[src/sv/brr_pkg.sv]
package brr_pkg;

    localparam int DEPTH   = 1024;
    localparam int MAX_RUN = 64;

    localparam int FUNC_W = 3;
    localparam int BYTE_W = 8;
    localparam int LEN_W  = 7;
    localparam int STAT_W = 2;
    localparam int FILL_W = 11;

    localparam int PTR_W = $clog2(DEPTH);
    localparam int CNT_W = $clog2(DEPTH + 1);
    // common width for length, count and pointer sums, one bit of headroom
    localparam int CMP_W = ((CNT_W > LEN_W) ? CNT_W : LEN_W) + 1;

    localparam logic [FUNC_W-1:0] FN_APPEND = FUNC_W'(0);
    localparam logic [FUNC_W-1:0] FN_GET    = FUNC_W'(1);
    localparam logic [FUNC_W-1:0] FN_PEEK   = FUNC_W'(2);
    localparam logic [FUNC_W-1:0] FN_SKIP   = FUNC_W'(3);
    localparam logic [FUNC_W-1:0] FN_CLEAR  = FUNC_W'(4);

    localparam logic [STAT_W-1:0] STAT_OK     = STAT_W'(0);
    localparam logic [STAT_W-1:0] STAT_BADLEN = STAT_W'(1);
    localparam logic [STAT_W-1:0] STAT_FULL   = STAT_W'(2);
    localparam logic [STAT_W-1:0] STAT_NODATA = STAT_W'(3);

    typedef struct packed {
        logic [FUNC_W-1:0] func;
        logic [BYTE_W-1:0] data_byte;
        logic [LEN_W-1:0]  run_len;
    } req_t;

    typedef struct packed {
        logic [BYTE_W-1:0] out_byte;
        logic              has_byte;
        logic [STAT_W-1:0] status;
        logic              last;
        logic [FILL_W-1:0] fill_level;
    } rsp_t;

    typedef enum logic [2:0] {
        S_IDLE,
        S_EXEC,
        S_RESULT,
        S_RD_ISSUE,
        S_RD_EMIT
    } ctrl_state_t;

    // ring pointer advance with wrap at DEPTH, inc never above DEPTH
    function automatic logic [PTR_W-1:0] wrap_add(input logic [PTR_W-1:0] pos,
                                                  input logic [CMP_W-1:0] inc);
        logic [CMP_W-1:0] sum;
        sum = CMP_W'(pos) + inc;
        if (sum >= CMP_W'(DEPTH))
        begin
            sum = sum - CMP_W'(DEPTH);
        end
        return PTR_W'(sum);
    endfunction

endpackage

[src/sv/brr_ctrl.sv]
module brr_ctrl (
    input  logic                             clk,
    input  logic                             rst_n,
    input  logic                             req_valid,
    output logic                             req_ready,
    input  brr_pkg::req_t                    req,
    input  logic                             res_free,
    output logic                             res_push,
    output brr_pkg::rsp_t                    res_item,
    output logic                             ram_we,
    output logic [brr_pkg::PTR_W-1:0]        ram_waddr,
    output logic [brr_pkg::BYTE_W-1:0]       ram_wdata,
    output logic                             ram_re,
    output logic [brr_pkg::PTR_W-1:0]        ram_raddr,
    input  logic [brr_pkg::BYTE_W-1:0]       ram_rdata
);

    brr_pkg::ctrl_state_t               state_reg, state_next;
    brr_pkg::req_t                      item_reg, item_next;
    logic [brr_pkg::PTR_W-1:0]          rd_pos_reg, rd_pos_next;
    logic [brr_pkg::PTR_W-1:0]          wr_pos_reg, wr_pos_next;
    logic [brr_pkg::PTR_W-1:0]          ptr_reg, ptr_next;
    logic [brr_pkg::CNT_W-1:0]          count_reg, count_next;
    logic [brr_pkg::LEN_W-1:0]          left_reg, left_next;
    logic [brr_pkg::LEN_W-1:0]          idx_reg, idx_next;
    logic                               refused_reg, refused_next;
    logic [brr_pkg::STAT_W-1:0]         code_reg, code_next;
    logic [brr_pkg::STAT_W-1:0]         res_status_reg, res_status_next;

    logic [brr_pkg::CMP_W-1:0]          len_c, cnt_c;
    logic                               len_zero, app_len_bad, app_full, rd_len_bad;
    logic                               app_refused, app_store, rd_ok;
    logic [brr_pkg::STAT_W-1:0]         app_code;
    logic [brr_pkg::LEN_W-1:0]          app_left;

    // length and space checks
    assign len_c    = brr_pkg::CMP_W'(item_reg.run_len);
    assign cnt_c    = brr_pkg::CMP_W'(count_reg);
    assign len_zero = (item_reg.run_len == '0);
    assign app_len_bad = len_zero || (len_c > brr_pkg::CMP_W'(brr_pkg::MAX_RUN))
                         || (len_c > brr_pkg::CMP_W'(brr_pkg::DEPTH));
    assign app_full    = (cnt_c + len_c) > brr_pkg::CMP_W'(brr_pkg::DEPTH);
    assign rd_len_bad  = len_zero || (len_c > brr_pkg::CMP_W'(brr_pkg::MAX_RUN))
                         || (len_c > cnt_c);
    assign rd_ok       = (count_reg != '0) && !rd_len_bad;

    // run bookkeeping: first byte of a run decides for the whole run
    always_comb
    begin
        if (left_reg == '0)
        begin
            app_refused = app_len_bad || app_full;
            app_code    = app_len_bad ? brr_pkg::STAT_BADLEN :
                          (app_full ? brr_pkg::STAT_FULL : brr_pkg::STAT_OK);
            app_left    = len_zero ? brr_pkg::LEN_W'(1) : item_reg.run_len;
        end
        else
        begin
            app_refused = refused_reg;
            app_code    = code_reg;
            app_left    = left_reg;
        end
    end

    assign app_store = !app_refused && (cnt_c < brr_pkg::CMP_W'(brr_pkg::DEPTH));

    // next state
    always_comb
    begin
        state_next = state_reg;
        unique case (state_reg)
            brr_pkg::S_IDLE:
            begin
                if (req_valid)
                begin
                    state_next = brr_pkg::S_EXEC;
                end
            end
            brr_pkg::S_EXEC:
            begin
                unique case (item_reg.func)
                    brr_pkg::FN_APPEND:
                        state_next = (app_left == brr_pkg::LEN_W'(1)) ? brr_pkg::S_RESULT
                                                                     : brr_pkg::S_IDLE;
                    brr_pkg::FN_GET, brr_pkg::FN_PEEK:
                        state_next = rd_ok ? brr_pkg::S_RD_ISSUE : brr_pkg::S_RESULT;
                    brr_pkg::FN_SKIP, brr_pkg::FN_CLEAR:
                        state_next = brr_pkg::S_RESULT;
                    default:
                        state_next = brr_pkg::S_IDLE;
                endcase
            end
            brr_pkg::S_RESULT:
            begin
                if (res_free)
                begin
                    state_next = brr_pkg::S_IDLE;
                end
            end
            brr_pkg::S_RD_ISSUE:
            begin
                state_next = brr_pkg::S_RD_EMIT;
            end
            brr_pkg::S_RD_EMIT:
            begin
                if (res_free)
                begin
                    state_next = (idx_reg == brr_pkg::LEN_W'(1)) ? brr_pkg::S_IDLE
                                                                : brr_pkg::S_RD_ISSUE;
                end
            end
            default:
            begin
                state_next = brr_pkg::S_IDLE;
            end
        endcase
    end

    // datapath updates
    always_comb
    begin
        item_next       = item_reg;
        rd_pos_next     = rd_pos_reg;
        wr_pos_next     = wr_pos_reg;
        ptr_next        = ptr_reg;
        count_next      = count_reg;
        left_next       = left_reg;
        idx_next        = idx_reg;
        refused_next    = refused_reg;
        code_next       = code_reg;
        res_status_next = res_status_reg;
        unique case (state_reg)
            brr_pkg::S_IDLE:
            begin
                if (req_valid)
                begin
                    item_next = req;
                end
            end
            brr_pkg::S_EXEC:
            begin
                unique case (item_reg.func)
                    brr_pkg::FN_APPEND:
                    begin
                        if (app_store)
                        begin
                            wr_pos_next = brr_pkg::wrap_add(wr_pos_reg, brr_pkg::CMP_W'(1));
                            count_next  = count_reg + brr_pkg::CNT_W'(1);
                        end
                        left_next = app_left - brr_pkg::LEN_W'(1);
                        if (app_left == brr_pkg::LEN_W'(1))
                        begin
                            refused_next    = 1'b0;
                            code_next       = brr_pkg::STAT_OK;
                            res_status_next = app_refused ? app_code : brr_pkg::STAT_OK;
                        end
                        else
                        begin
                            refused_next = app_refused;
                            code_next    = app_code;
                        end
                    end
                    brr_pkg::FN_GET, brr_pkg::FN_PEEK, brr_pkg::FN_SKIP:
                    begin
                        if (count_reg == '0)
                        begin
                            res_status_next = brr_pkg::STAT_NODATA;
                        end
                        else if (rd_len_bad)
                        begin
                            res_status_next = brr_pkg::STAT_BADLEN;
                        end
                        else
                        begin
                            res_status_next = brr_pkg::STAT_OK;
                            ptr_next        = rd_pos_reg;
                            idx_next        = item_reg.run_len;
                            if (item_reg.func != brr_pkg::FN_PEEK)
                            begin
                                rd_pos_next = brr_pkg::wrap_add(rd_pos_reg, len_c);
                                count_next  = count_reg - brr_pkg::CNT_W'(item_reg.run_len);
                            end
                        end
                    end
                    brr_pkg::FN_CLEAR:
                    begin
                        rd_pos_next     = '0;
                        wr_pos_next     = '0;
                        count_next      = '0;
                        left_next       = '0;
                        refused_next    = 1'b0;
                        code_next       = brr_pkg::STAT_OK;
                        res_status_next = brr_pkg::STAT_OK;
                    end
                    default:
                    begin
                    end
                endcase
            end
            brr_pkg::S_RD_ISSUE:
            begin
                ptr_next = brr_pkg::wrap_add(ptr_reg, brr_pkg::CMP_W'(1));
            end
            brr_pkg::S_RD_EMIT:
            begin
                if (res_free)
                begin
                    idx_next = idx_reg - brr_pkg::LEN_W'(1);
                end
            end
            default:
            begin
            end
        endcase
    end

    // outputs
    always_comb
    begin
        req_ready = (state_reg == brr_pkg::S_IDLE);
        res_push  = res_free && ((state_reg == brr_pkg::S_RESULT)
                                 || (state_reg == brr_pkg::S_RD_EMIT));
        ram_we    = (state_reg == brr_pkg::S_EXEC) && (item_reg.func == brr_pkg::FN_APPEND)
                    && app_store;
        ram_waddr = wr_pos_reg;
        ram_wdata = item_reg.data_byte;
        ram_re    = (state_reg == brr_pkg::S_RD_ISSUE);
        ram_raddr = ptr_reg;
        res_item.fill_level = brr_pkg::FILL_W'(count_reg);
        if (state_reg == brr_pkg::S_RD_EMIT)
        begin
            res_item.out_byte = ram_rdata;
            res_item.has_byte = 1'b1;
            res_item.status   = brr_pkg::STAT_OK;
            res_item.last     = (idx_reg == brr_pkg::LEN_W'(1));
        end
        else
        begin
            res_item.out_byte = '0;
            res_item.has_byte = 1'b0;
            res_item.status   = res_status_reg;
            res_item.last     = 1'b1;
        end
    end

    always_ff @(posedge clk or negedge rst_n)
    begin
        if (!rst_n)
        begin
            state_reg   <= brr_pkg::S_IDLE;
            rd_pos_reg  <= '0;
            wr_pos_reg  <= '0;
            count_reg   <= '0;
            left_reg    <= '0;
            refused_reg <= 1'b0;
            code_reg    <= brr_pkg::STAT_OK;
        end
        else
        begin
            state_reg   <= state_next;
            rd_pos_reg  <= rd_pos_next;
            wr_pos_reg  <= wr_pos_next;
            count_reg   <= count_next;
            left_reg    <= left_next;
            refused_reg <= refused_next;
            code_reg    <= code_next;
        end
    end

    always_ff @(posedge clk)
    begin
        item_reg       <= item_next;
        ptr_reg        <= ptr_next;
        idx_reg        <= idx_next;
        res_status_reg <= res_status_next;
    end

    a_count_range: assert property (@(posedge clk) disable iff (!rst_n)
        count_reg <= brr_pkg::CNT_W'(brr_pkg::DEPTH))
        else $error("stored count above depth");

    a_ptr_count: assert property (@(posedge clk) disable iff (!rst_n)
        brr_pkg::wrap_add(rd_pos_reg, brr_pkg::CMP_W'(count_reg)) == wr_pos_reg)
        else $error("pointers disagree with stored count");

    a_accept_exec: assert property (@(posedge clk) disable iff (!rst_n)
        req_valid && req_ready |=> state_reg == brr_pkg::S_EXEC)
        else $error("accepted item not executed");

    a_emit_idx: assert property (@(posedge clk) disable iff (!rst_n)
        state_reg == brr_pkg::S_RD_EMIT |-> idx_reg != '0)
        else $error("byte emitted with no bytes left");

    a_push_free: assert property (@(posedge clk) disable iff (!rst_n)
        res_push |-> res_free)
        else $error("result pushed into a full output stage");

endmodule

[config.mk]
export PLATFORM = sky130hd
export DESIGN_NAME = brr_ctrl
export DESIGN_NICKNAME = d
export VERILOG_FILES = /design/src/sv/brr_pkg.sv /design/src/sv/brr_ctrl.sv
export SDC_FILE = /design/constraint.sdc
export NUM_CORES = 1
export LEC_CHECK = 0
export BUFFER_PORTS_ARGS = -buffer_cell sky130_fd_sc_hd__buf_2
export CAP_MARGIN = 20
export CORE_MARGIN = 3
export CORE_UTILIZATION = 47
export CTS_BUF_LIST = sky130_fd_sc_hd__clkbuf_8
export CTS_CLUSTER_DIAMETER = 40
export DETAILED_ROUTE_END_ITERATION = 12
export PLACE_DENSITY_LB_ADDON = 0.1
export SLEW_MARGIN = 20
export SYNTH_ARGS = -nofsm -noshare
export SYNTH_HDL_FRONTEND = slang
export SYNTH_SLANG_ARGS = --single-unit
[constraint.sdc]
create_clock -name clk -period 9.55 [get_ports clk]
set_input_delay 1.91 -clock clk [delete_from_list [all_inputs] [get_ports clk]]
set_output_delay 1.91 -clock clk [all_outputs]
set_load 0.02 [all_outputs]
==> summary.log, run 1 <==
INFO  worst_setup_path required=7.64ns
INFO  worst_setup_path crit_path_cell_trace=inv_1, ha_1, o21bai_4, a21o_1, a222oi_1, nor4b_4, a41oi_4, o41a_1, nor2_1, buf_2
INFO  timing         maxClockFrequency=0.184GHz
INFO  grt            initial_antenna_violation_count=0
INFO  synthesis      yosys_warnings=0
INFO  timing         finalWorstPathRequiredPeriod=5.45ns
INFO  placement      portBuffers=84
INFO  routing        first_pass_iters=5
INFO  synthesis      main_synth_ff_type=dfrtp_1
INFO  synthesis      synth_sequential_area_ratio=0.387
INFO  clocking       clkSlewWorstSetupHoldPaths=0.08ns
INFO  routing        viasPerCell=5.99
INFO  pwr            internal-power=1000µW
INFO  pwr            power_frac_clock=0.121
INFO  timing         clock-skew-final=0.00854ns
INFO  synthesis      synth.distinct_cells=74
INFO  pwr            power.static_leakage=0.00271µW
INFO  layout         post_route_cells_drive_above_1_share=0.178
INFO  synthesis      postSynthRegisterBits=81
INFO  routing        dr.max_layer_used=met4
INFO  pwr            total_switching_power=983µW
INFO  routing        detailroute.via_count=5066
INFO  layout         signed_area_change_from_the_synthesized_netlist_to_the_final_layout=11.0%
INFO  clocking       cts_max_path_buffers=2
INFO  timing         tightestPinTransition=1.01ns
INFO  routing        post-route-drc-count=0
INFO  pwr            power_switching_share=0.495
INFO  synthesis      post_synth.cell_area_avg=9.01µm²
INFO  layout         final-instance-count-excl-fill=846
INFO  floorplan      die-height=116µm
INFO  synthesis      library_cell_occupying_the_most_area_in_the_post_synthesis_netlist=edfxtp_1
INFO  worst_hold_path worst_hold_path.num_cells=2
INFO  timing         final.setup.tns=0ns
INFO  pwr            sequentialPowerShare=0.314
INFO  grt            track_usage=0.232
INFO  clocking       tritoncts=built
INFO  timing         max_slew_margin=0.324
INFO  routing        detail_route.iter0.violations=483
INFO  floorplan      floorplan.die_area=13500µm²
INFO  worst_setup_path r2r_cells=10
INFO  run            max-cap-violations=0
INFO  timing         rsz0062_at_grt=false
INFO  layout         flip_flop_count_of_the_largest_register_after_layout=11
INFO  worst_hold_path hold_path.class=register to register
INFO  floorplan      count_of_boundary_i_o_pins=85
INFO  floorplan      design.core.area=11700µm²
INFO  worst_setup_path category_of_the_critical_setup_timing_path=register to primary output
INFO  routing        totalWireLength=15.2mm
INFO  placement      numPlacedInstances=830
INFO  clocking       post-cts-setup-buffer-count=0
INFO  worst_setup_path delay_of_the_slowest_critical_path_stage=0.52ns
INFO  synthesis      synth_top_area_share=0.194
INFO  pwr            power_density=313nW/µm²
INFO  clocking       tritoncts_num_sinks=81
INFO  placement      post-dp-hpwl=11.3mm
INFO  synthesis      most_instantiated_library_cell_after_synthesis=nand2_1
INFO  clocking       post_cts_hold_buffer_count=0
INFO  clocking       tritoncts.num_buffers=9
INFO  synthesis      synth.top_cells.by_area=edfxtp_1 19%, dfrtp_1 19%, ha_1 6.3%
INFO  synthesis      syn_nets=696
INFO  routing        met2_routed_wl=6.38mm
INFO  synthesis      ys_top_cells_by_count=69 x nand2_1, 51 x o21ai_0, 50 x nor2_1
INFO  layout         final_design_area_no_fill=6340µm²
INFO  synthesis      synthesis.area=5720µm²
INFO  grt            grt_pass1_vias=4762
INFO  timing         finalSetupViolCount=0
INFO  synthesis      fraction_of_synthesis_flops_using_an_asynchronous_set_or_reset_pin=0.543
INFO  worst_setup_path arrival=3.54ns
INFO  clocking       clock_tree.root_cell=clkbuf_8
INFO  timing         final_max_slew_viol_count=0
INFO  pwr            comb_power_share=0.566
INFO  clocking       clock_latency=0.38ns
INFO  layout         num-nets-final=760
INFO  routing        post_drt_wl_per_cell=18.0µm
INFO  grt            grt_first_pass_wirelength=24.2mm
INFO  grt            grt_start_max_net_pins=45
INFO  floorplan      fp-row-count=39
INFO  floorplan      die_width=116µm
INFO  synthesis      post_synth_inst_count=634
INFO  synthesis      synth_edf_count=37
INFO  layout         antenna_cells=0
INFO  timing         final_min_period_over_clock_period=0.570
INFO  clocking       htree_levels=3
INFO  pwr            peakVddDrop=144µV
INFO  worst_setup_path largest_driver_fanout_on_the_critical_path=9
INFO  routing        ant_nets=0
INFO  timing         worst_hold_slack=0.515ns
INFO  routing        detailroute.wirelength.met3=1.24mm
INFO  run_status     status=finished, final reports clean
INFO  grt            grt_remaining_overflow=0
INFO  worst_setup_path critical_path_capture_point_type=primary output
INFO  floorplan      floorplan.initialDensity=0.490
INFO  clocking       number_of_gates_resized_after_cts=0
INFO  timing         hold_viol=0
INFO  placement      place_area=6160µm²
INFO  worst_setup_path slowest_stage=edfxtp_1
INFO  worst_setup_path critical_path_start_type=register
INFO  placement      place_congestion=0.935
INFO  routing        routedLengthMet1=7.08mm
per-stage QoR:
step                total power (µW)  setup WS (ns)   util
CTS                             1980           4.13  0.544
finish                          1990           4.10  0.544
global route                    2140           3.90  0.544
detailed placement              1730           4.53  0.528
global placement                1720           4.73  0.528
floorplan                       1460           4.90      -
critical path, delay by kind of cell (launching register included):
family	cells	cell delay [ns]
adders and majority gates	1	0.51
buffers and inverters	2	0.30
DFF	1	0.52
and+or+nand+nor	2	0.50
AOI/OAI and AO/OA	5	1.32
kinds of logic after synthesis:
family / after synthesis / synth area share
adders and majority gates: 32 / 0.0740
and+or+nand+nor: 242 / 0.216
muxes: 11 / 0.0193
xor gates and xnor gates: 24 / 0.0368
AOI/OAI and AO/OA: 174 / 0.213
DFF: 81 / 0.387
buffers and inverters: 70 / 0.0545
cell usage in the layout, fill, tap and decap left out, types with 4 or more instances in the layout:
| cell | synthesis | routed |
|---|---|---|
| nor3_1 | 11 | 11 |
| xor2_1 | 9 | 9 |
| xnor2_1 | 15 | 15 |
| buf_2 | 3 | 83 |
| and3_1 | 15 | 15 |
| nand2b_1 | 6 | 6 |
| o211ai_1 | 9 | 9 |
| or2_2 | 7 | 7 |
| nand3_1 | 24 | 24 |
| nor2b_1 | 9 | 9 |
| o21ai_0 | 51 | 51 |
| or4_1 | 4 | 4 |
| o31ai_1 | 6 | 6 |
| and2_1 | 15 | 15 |
| o221ai_1 | 5 | 5 |
| nand3b_1 | 7 | 7 |
| nor4_1 | 8 | 8 |
| o2111ai_1 | 6 | 6 |
| a21o_1 | 4 | 4 |
| nor2_1 | 50 | 50 |
| inv_1 | 36 | 36 |
| nand2_1 | 69 | 69 |
| nand4_1 | 5 | 5 |
| clkbuf_8 | 0 | 10 |
| mux2i_1 | 11 | 11 |
| buf_4 | 8 | 4 |
| a211oi_1 | 4 | 4 |
| dfrtp_1 | 44 | 44 |
| o2bb2ai_1 | 5 | 5 |
| a21oi_1 | 33 | 33 |
| edfxtp_1 | 37 | 37 |
| ha_1 | 29 | 29 |
| a31oi_1 | 6 | 6 |
per-layer routing:
metal / up-vias / track usage
met2: 233 / 0.328
met4: 0 / 0.122
li1: 2440 / -
met1: 2356 / 0.333
met3: 37 / 0.0497
met5: - / 0
cell type report:
type | instances | area (µm²)
timing repair buffer | 87 | 445
fill | 1063 | 5320
clock inverter | 6 | 42.5
inverter | 36 | 135
tap | 143 | 179
clock buffer | 10 | 138
multi-input combinational | 483 | 3190
sequential | 81 | 2210
power groups by stage:
| stage | registers [µW] | logic [µW] | clock network [µW] |
|---|---|---|---|
| after floorplan | 622 | 836 | 0 |
| after global placement | 623 | 1090 | 0 |
| after detailed placement | 628 | 1100 | 0 |
| after CTS | 621 | 1110 | 247 |
| after global routing | 642 | 1240 | 260 |
| final | 623 | 1120 | 239 |
final timing paths:
path,start,to,slack (ns)
max,item_reg[2],ram_we,4.10
min,left_reg[5],left_reg[5],0.52
max reg2reg,item_reg[2],count_reg[0],5.66
min reg2reg,left_reg[5],left_reg[5],0.52
max in group asynchronous,rst_n,count_reg[8],7.60
min in group asynchronous,rst_n,rd_pos_reg[9],1.53
Power figures use the tool's default switching activity.
==> inputs of run 2 (changes only) <==
- clock period: 9.55 -> 4.75 ns (I/O delays scaled with it)
==> run 2 against run 1 <==
Worst setup slack worse by 3.8 ns. Register-to-register slack worse by 4.6 ns. Sequential share of layout area down 0.24 points. Non-clock buffer count up 2. Global-route usage up 0.19 points. Via count down 0.41%. Wire length up 1.3%. Clock-buffer cell count down 1. Clock skew up 0.0023 ns. Critical path type unchanged. Critical endpoint unchanged. Largest power group unchanged.
==> summary.log, run 2 (synthesis results as in run 1) <==
INFO  pwr            power_density=639nW/µm² [was 313 nW/µm²]
INFO  grt            grt_pass1_vias=4681 [was 4762]
INFO  run_status     status=finished, final reports clean [unchanged]
INFO  worst_setup_path timing.reg2reg.setup_slack=1.05ns [was 5.66 ns]
INFO  timing         clock-skew-final=0.0109ns [was 0.00854 ns]
INFO  routing        viasPerCell=5.95 [was 5.99]
INFO  placement      place_congestion=0.958 [was 0.935]
INFO  worst_hold_path min_to=code_reg[0] [was left_reg[5]]
INFO  worst_setup_path required=3.80ns [was 7.64 ns]
INFO  worst_setup_path slowest_stage=edfxtp_1 [unchanged]
INFO  timing         maxClockFrequency=0.224GHz
INFO  grt            grt_start_max_net_pins=45 [unchanged]
INFO  worst_setup_path arrival=3.52ns [was 3.54 ns]
INFO  routing        ant_nets=0 [unchanged]
INFO  timing         hold_viol=0 [unchanged]
INFO  routing        detail_route.iter0.violations=352 [was 483]
INFO  worst_setup_path critical_path.reg2reg.startpoint=item_reg[1] [was item_reg[2]]
INFO  worst_setup_path cp_top_family=compound AO/OA/AOI/OAI gates [unchanged]
INFO  floorplan      die-height=116µm [unchanged]
INFO  timing         finalSetupViolCount=0 [unchanged]
INFO  pwr            peakVddDrop=262µV [was 144 µV]
INFO  clocking       tritoncts=built [unchanged]
INFO  worst_setup_path delay_of_the_slowest_critical_path_stage=0.56ns [was 0.52 ns]
INFO  worst_setup_path crit_path_cell_trace=inv_1, ha_1, nor2b_1, a211oi_2, o211ai_1, mux2i_1, a41oi_4, o41a_1, nor2_1, buf_2 [was inv_1, ha_1, o21bai_4, a21o_1, a222oi_1, nor4b_4, a41oi_4, o41a_1, nor2_1, buf_2]
INFO  pwr            power_frac_clock=0.132 [was 0.121]
INFO  grt            grt_remaining_overflow=0 [unchanged]
INFO  routing        detailroute.via_count=5045 [was 5066]
INFO  floorplan      fp-row-count=39 [unchanged]
INFO  clocking       htree_levels=3 [unchanged]
INFO  timing         final.setup.tns=0ns [unchanged]
INFO  layout         post_route_cells_drive_above_1_share=0.180 [was 0.178]
INFO  worst_setup_path r2r_cells=11 [was 10]
INFO  pwr            power_switching_share=0.490 [was 0.495]
INFO  grt            track_usage=0.234 [was 0.232]
INFO  clocking       clock_latency=0.39ns [was 0.38 ns]
INFO  pwr            sequentialPowerShare=0.310 [was 0.314]
INFO  pwr            total_switching_power=2000µW [was 983 µW]
INFO  layout         num-nets-final=762 [was 760]
INFO  layout         signed_area_change_from_the_synthesized_netlist_to_the_final_layout=11.8% [was 11.0%]
INFO  timing         final_min_period_over_clock_period=0.940
INFO  timing         worst_hold_slack=0.513ns [was 0.515 ns]
INFO  floorplan      count_of_boundary_i_o_pins=85 [unchanged]
INFO  floorplan      floorplan.die_area=13500µm² [unchanged]
INFO  routing        post_drt_wl_per_cell=18.2µm [was 18.0 µm]
INFO  worst_setup_path timing.critical_path.buf_inv=2 [unchanged]
INFO  routing        totalWireLength=15.4mm [was 15.2 mm]
INFO  grt            grt_first_pass_wirelength=24.2mm [about the same]
INFO  clocking       clock_tree.root_cell=clkbuf_8 [unchanged]
INFO  placement      portBuffers=84 [unchanged]
INFO  worst_hold_path hold_path.class=register to register [unchanged]
INFO  worst_setup_path category_of_the_critical_setup_timing_path=register to primary output [unchanged]
INFO  worst_hold_path worst_hold_path.num_cells=1 [was 2]
INFO  floorplan      floorplan.initialDensity=0.490 [unchanged]
INFO  layout         flip_flop_count_of_the_largest_register_after_layout=11 [unchanged]
INFO  clocking       tritoncts.num_buffers=9 [unchanged]
INFO  layout         layout.cells.most_common_list=83 x buf_2, 69 x nand2_1, 51 x o21ai_0, 50 x nor2_1, 44 x dfrtp_1 [unchanged]
INFO  run            max-cap-violations=0 [unchanged]
INFO  worst_hold_path min_from=code_reg[0] [was left_reg[5]]
INFO  timing         finalWorstPathRequiredPeriod=4.47ns
INFO  timing         max_slew_margin=0.272 [was 0.324]
INFO  grt            initial_antenna_violation_count=0 [unchanged]
INFO  worst_setup_path largest_driver_fanout_on_the_critical_path=7 [was 9]
INFO  layout         antenna_cells=0 [unchanged]
INFO  worst_setup_path worst_r2r_endpoint=count_reg[0] [unchanged]
INFO  placement      post-dp-hpwl=11.5mm [was 11.3 mm]
INFO  routing        post-route-drc-count=0 [unchanged]
INFO  clocking       tritoncts_num_sinks=81 [unchanged]
INFO  worst_setup_path critical_path_start_type=register [unchanged]
INFO  layout         layout_commonest_cell=buf_2 [unchanged]
INFO  worst_setup_path critical_path_capture_point_type=primary output [unchanged]
INFO  layout         fin_util=0.548 [was 0.544]
INFO  timing         final_max_slew_viol_count=0 [unchanged]
INFO  pwr            comb_power_share=0.558 [was 0.566]
INFO  timing         rsz0062_at_grt=false [unchanged]
INFO  floorplan      die_width=116µm [unchanged]
INFO  routing        first_pass_iters=5 [unchanged]
INFO  clocking       post-cts-setup-buffer-count=0 [unchanged]
INFO  clocking       post_cts_hold_buffer_count=0 [unchanged]
INFO  clocking       number_of_gates_resized_after_cts=0 [unchanged]
INFO  clocking       cts_max_path_buffers=2 [unchanged]
INFO  pwr            internal-power=2080µW [was 1000 µW]
INFO  floorplan      design.core.area=11700µm² [unchanged]
INFO  pwr            power.static_leakage=0.00273µW [was 0.00271 µW]
INFO  clocking       clkSlewWorstSetupHoldPaths=0.10ns [was 0.08 ns]
INFO  timing         tightestPinTransition=1.08ns [was 1.01 ns]
[run 2: changes by cell type in the layout (fill, tap and decap cells not counted)]
cell        delta
buf_4          +1
buf_8          +1
bufinv_16      +1
clkbuf_8       -1
clkinv_2       -1
clkinv_4       +1
clkinvlp_4     -1
inv_6          +1
[run 2: metrics by stage]
| step | cell area (µm²) | instances | setup slack (ns) | power (µW) |
|---|---|---|---|---|
| after floorplan | 5720 | 634 | 1.06 | 2930 |
| after global placement | 6170 | 831 | 0.880 | 3470 |
| after detailed placement | 6170 | 831 | 0.688 | 3510 |
| after CTS | 6370 | 847 | 0.283 | 4050 |
| after global routing | 6390 | 848 | 0.0627 | 4400 |
| final | 6390 | 848 | 0.284 | 4080 |
[run 2: cell type report]
| cell class | count | area [µm²] |
|---|---|---|
| multi-input combinational | 483 | 3190 |
| clock inverter | 7 | 77.6 |
| inverter | 36 | 135 |
| tap | 143 | 179 |
| fill | 1070 | 5280 |
| sequential | 81 | 2210 |
| clock buffer | 9 | 124 |
| timing repair buffer | 89 | 468 |
[run 2: routing by layer]
| layer | global-route usage | vias up | share of wire |
|---|---|---|---|
| li1 | - | 2441 | - |
| met1 | 0.319 | 2376 | 0.45 |
| met2 | 0.351 | 195 | 0.44 |
| met3 | 0.0611 | 33 | 0.085 |
| met4 | 0.104 | 0 | 0.030 |
| met5 | 0 | - | 0 |
[run 2: worst max path at each step]
stage                 start     end  slack (ns)  cells after the start
4_1_cts         item_reg[1]  ram_we        0.28                     10
3_3_place_gp    item_reg[2]  ram_we        0.88                     10
2_1_floorplan  count_reg[0]  ram_we        1.06                     10
3_5_place_dp    item_reg[2]  ram_we        0.69                     10
6_report        item_reg[1]  ram_we        0.28                     10
5_1_grt         item_reg[4]  ram_we        0.06                     10
[run 2: power groups by stage]
| stage | registers (µW) | logic [µW] | clock network (µW) |
|---|---|---|---|
| final | 1260 | 2280 | 537 |
| after global placement | 1260 | 2210 | 0 |
| after floorplan | 1250 | 1680 | 0 |
| after detailed placement | 1270 | 2240 | 0 |
| after global routing | 1300 | 2520 | 577 |
| after CTS | 1260 | 2250 | 547 |
==> inputs of run 3 (changes only) <==
- SETUP_SLACK_MARGIN: not set -> 0.5
==> run 3 against run 2 <==
Combinational power increased by 5%. Clock skew decreased by 0.0014 ns. Cell count increased by 1.8%. Hold slack got worse by 0.00070 ns. Register-to-register slack improved by 0.13 ns. Clock-buffer cell count unchanged. Sequential power about the same. First-iteration DRC count increased by 12%. Total power increased by 2.2%. Largest cell class unchanged. Sequential share of layout area decreased by 0.68 points.
==> summary.log, run 3 (synthesis results as in run 1) <==
INFO  routing        viasPerCell=5.93 [was 5.95]
INFO  floorplan      fp-row-count=39 [unchanged]
INFO  timing         final_min_period_over_clock_period=0.843 [was 0.940]
INFO  routing        detailroute.via_count=5118 [was 5045]
INFO  layout         num-nets-final=777 [was 762]
INFO  timing         finalSetupViolCount=0 [unchanged]
INFO  worst_hold_path worst_hold_path.num_cells=1 [unchanged]
INFO  worst_setup_path arrival=3.06ns [was 3.52 ns]
INFO  grt            grt_start_max_net_pins=45 [unchanged]
INFO  pwr            total_chip_power=4170µW [was 4080 µW]
INFO  placement      numPlacedInstances=831 [unchanged]
INFO  clocking       clock_tree.root_cell=clkbuf_8 [unchanged]
INFO  placement      post-dp-hpwl=11.5mm [unchanged]
INFO  floorplan      design.core.area=11700µm² [unchanged]
INFO  worst_setup_path largest_driver_fanout_on_the_critical_path=9 [was 7]
INFO  layout         multiInputGateArea=3210µm² [was 3190 µm²]
INFO  layout         post_route_cells_drive_above_1_share=0.210 [was 0.180]
INFO  routing        post-route-drc-count=0 [unchanged]
INFO  layout         flip_flop_count_of_the_largest_register_after_layout=11 [unchanged]
INFO  layout         layout.cells.most_common_list=82 x buf_2, 69 x nand2_1, 51 x o21ai_0, 49 x nor2_1, 43 x dfrtp_1 [was 83 x buf_2, 69 x nand2_1, 51 x o21ai_0, 50 x nor2_1, 44 x dfrtp_1]
INFO  floorplan      die-height=116µm [unchanged]
INFO  pwr            peakVddDrop=291µV [was 262 µV]
INFO  worst_setup_path r2r_cells=11 [unchanged]
INFO  timing         final.setup.tns=0ns [unchanged]
INFO  pwr            power.static_leakage=0.00280µW [was 0.00273 µW]
INFO  clocking       clkSlewWorstSetupHoldPaths=0.09ns [was 0.10 ns]
INFO  run_status     status=finished, final reports clean [unchanged]
INFO  worst_setup_path worst_r2r_endpoint=count_reg[0] [unchanged]
INFO  routing        totalWireLength=15.6mm [was 15.4 mm]
INFO  routing        detailroute.wirelength.met3=1.19mm [was 1.31 mm]
INFO  grt            grt_pass1_vias=4744 [was 4681]
INFO  placement      portBuffers=84 [unchanged]
INFO  worst_setup_path required=3.80ns [about the same]
INFO  worst_setup_path crit_path_cell_trace=ha_2, nor2b_2, a211oi_2, o211ai_1, a32oi_1, a41oi_4, o41a_1, nor2_2, buf_4 [was inv_1, ha_1, nor2b_1, a211oi_2, o211ai_1, mux2i_1, a41oi_4, o41a_1, nor2_1, buf_2]
INFO  worst_setup_path delay_of_the_slowest_critical_path_stage=0.48ns [was 0.56 ns]
INFO  clocking       post_cts_hold_buffer_count=0 [unchanged]
INFO  timing         rsz0062_at_grt=false [unchanged]
INFO  layout         filler_cell_count=1061 [was 1070]
INFO  floorplan      die_width=116µm [unchanged]
INFO  clocking       tritoncts_num_sinks=81 [unchanged]
INFO  worst_setup_path setup.worst_path.end=ram_we [unchanged]
INFO  worst_setup_path critical_path_capture_point_type=primary output [unchanged]
INFO  worst_setup_path critPathLaunch=count_reg[2] [was item_reg[1]]
INFO  run            max-cap-violations=0 [unchanged]
INFO  worst_setup_path category_of_the_critical_setup_timing_path=register to primary output [unchanged]
INFO  worst_setup_path critical_path.reg2reg.startpoint=count_reg[2] [was item_reg[1]]
INFO  pwr            power_frac_clock=0.129 [was 0.132]
INFO  routing        routedLengthMet1=7.13mm [was 6.93 mm]
INFO  routing        post_drt_wl_per_cell=18.1µm [was 18.2 µm]
INFO  timing         maxClockFrequency=0.250GHz [was 0.224 GHz]
INFO  layout         signed_area_change_from_the_synthesized_netlist_to_the_final_layout=14.1% [was 11.8%]
INFO  layout         antenna_cells=0 [unchanged]
INFO  routing        first_pass_iters=5 [unchanged]
INFO  worst_setup_path critical_path_start_type=register [unchanged]
INFO  pwr            sequentialPowerShare=0.297 [was 0.310]
INFO  floorplan      floorplan.initialDensity=0.490 [unchanged]
INFO  pwr            internal-power=2150µW [was 2080 µW]
INFO  grt            grt_first_pass_wirelength=24.6mm [was 24.2 mm]
INFO  worst_setup_path slowest_stage=ha_2 [was edfxtp_1]
INFO  clocking       tritoncts.num_buffers=9 [unchanged]
INFO  timing         timing.final.ws_setup=0.744ns [was 0.284 ns]
INFO  timing         clock-skew-final=0.00953ns [was 0.0109 ns]
INFO  routing        ant_nets=0 [unchanged]
INFO  layout         layout_commonest_cell=buf_2 [unchanged]
INFO  layout         final-instance-count-excl-fill=863 [was 848]
INFO  grt            initial_antenna_violation_count=0 [unchanged]
INFO  timing         finalWorstPathRequiredPeriod=4.01ns [was 4.47 ns]
INFO  layout         fin_util=0.559 [was 0.548]
INFO  pwr            comb_power_share=0.575 [was 0.558]
INFO  pwr            power_density=640nW/µm² [was 639 nW/µm²]
INFO  floorplan      floorplan.die_area=13500µm² [unchanged]
INFO  grt            track_usage=0.238 [was 0.234]
INFO  clocking       cts_max_path_buffers=2 [unchanged]
INFO  timing         tightestPinTransition=1.11ns [was 1.08 ns]
INFO  worst_setup_path timing.reg2reg.setup_slack=1.18ns [was 1.05 ns]
INFO  worst_hold_path hold_path.class=register to register [unchanged]
INFO  clocking       clock_latency=0.39ns [about the same]
INFO  routing        detail_route.iter0.violations=394 [was 352]
INFO  routing        dr.max_layer_used=met4 [unchanged]
INFO  floorplan      count_of_boundary_i_o_pins=85 [unchanged]
INFO  layout         regArea=2210µm² [about the same]
INFO  placement      place_congestion=0.958 [unchanged]
INFO  placement      placement.setup.worst_slack=0.688ns [unchanged]
INFO  clocking       htree_levels=3 [unchanged]
INFO  pwr            power_switching_share=0.485 [was 0.490]
INFO  timing         final_max_slew_viol_count=0 [unchanged]
INFO  routing        met2_routed_wl=6.85mm [was 6.72 mm]
INFO  pwr            total_switching_power=2020µW [was 2000 µW]
INFO  grt            grt_remaining_overflow=0 [unchanged]
INFO  clocking       tritoncts=built [unchanged]
INFO  timing         hold_viol=0 [unchanged]
INFO  timing         max_slew_margin=0.257 [was 0.272]
[run 3: layout make-up]
type,count,area share
clock buffers,9,0.0190
clock inverters,7,0.0119
inverters,36,0.0207
multi-input cells,483,0.492
flip-flops and latches,81,0.340
well taps,143,0.0274
repair buffers,104,0.0894
[run 3: routing by layer]
layer	up-vias	global-route usage
li1	2462	-
met1	2409	0.324
met2	215	0.358
met3	32	0.0596
met4	0	0.107
met5	-	0
[run 3: how the worst min path moves through the flow]
stage / startpoint / end / slack [ns]
after global placement: code_reg[0] / code_reg[0] / 0.49
after detailed placement: code_reg[0] / code_reg[0] / 0.49
after global routing: left_reg[5] / left_reg[5] / 0.56
after floorplan: code_reg[0] / code_reg[0] / 0.46
after CTS: code_reg[0] / code_reg[0] / 0.51
final: code_reg[0] / code_reg[0] / 0.51
[run 3: timing repair]
item	CTS	global route
setup buffers	10	5
resized for setup	4	6
setup endpoints to repair	1	1
cloned	0	0
pin swaps	2	4
[run 3: power groups by stage]
stage	Sequential [µW]	Combinational, µW	Clock, µW
floorplan	1250	1680	0
CTS	1230	2330	547
finish	1240	2400	536
global placement	1260	2210	0
detailed placement	1270	2240	0
global route	1270	2640	578
[run 3: worst max-delay path, delay by kind of cell, from the launching register on]
family	cells	cell delay, ns
adders and majority gates	1	0.48
and+or+nand+nor	2	0.19
buffers and inverters	1	0.15
DFF	1	0.47
AOI/OAI and AO/OA	5	1.38
[run 3: stage by stage]
| stage | cell area [µm²] | hold WS [ns] |
|---|---|---|
| 3_3_place_gp | 6170 | 0.487 |
| 5_1_grt | 6520 | 0.562 |
| 4_1_cts | 6450 | 0.514 |
| 6_report | 6520 | 0.512 |
| 3_5_place_dp | 6170 | 0.487 |
| 2_1_floorplan | 5720 | 0.458 |
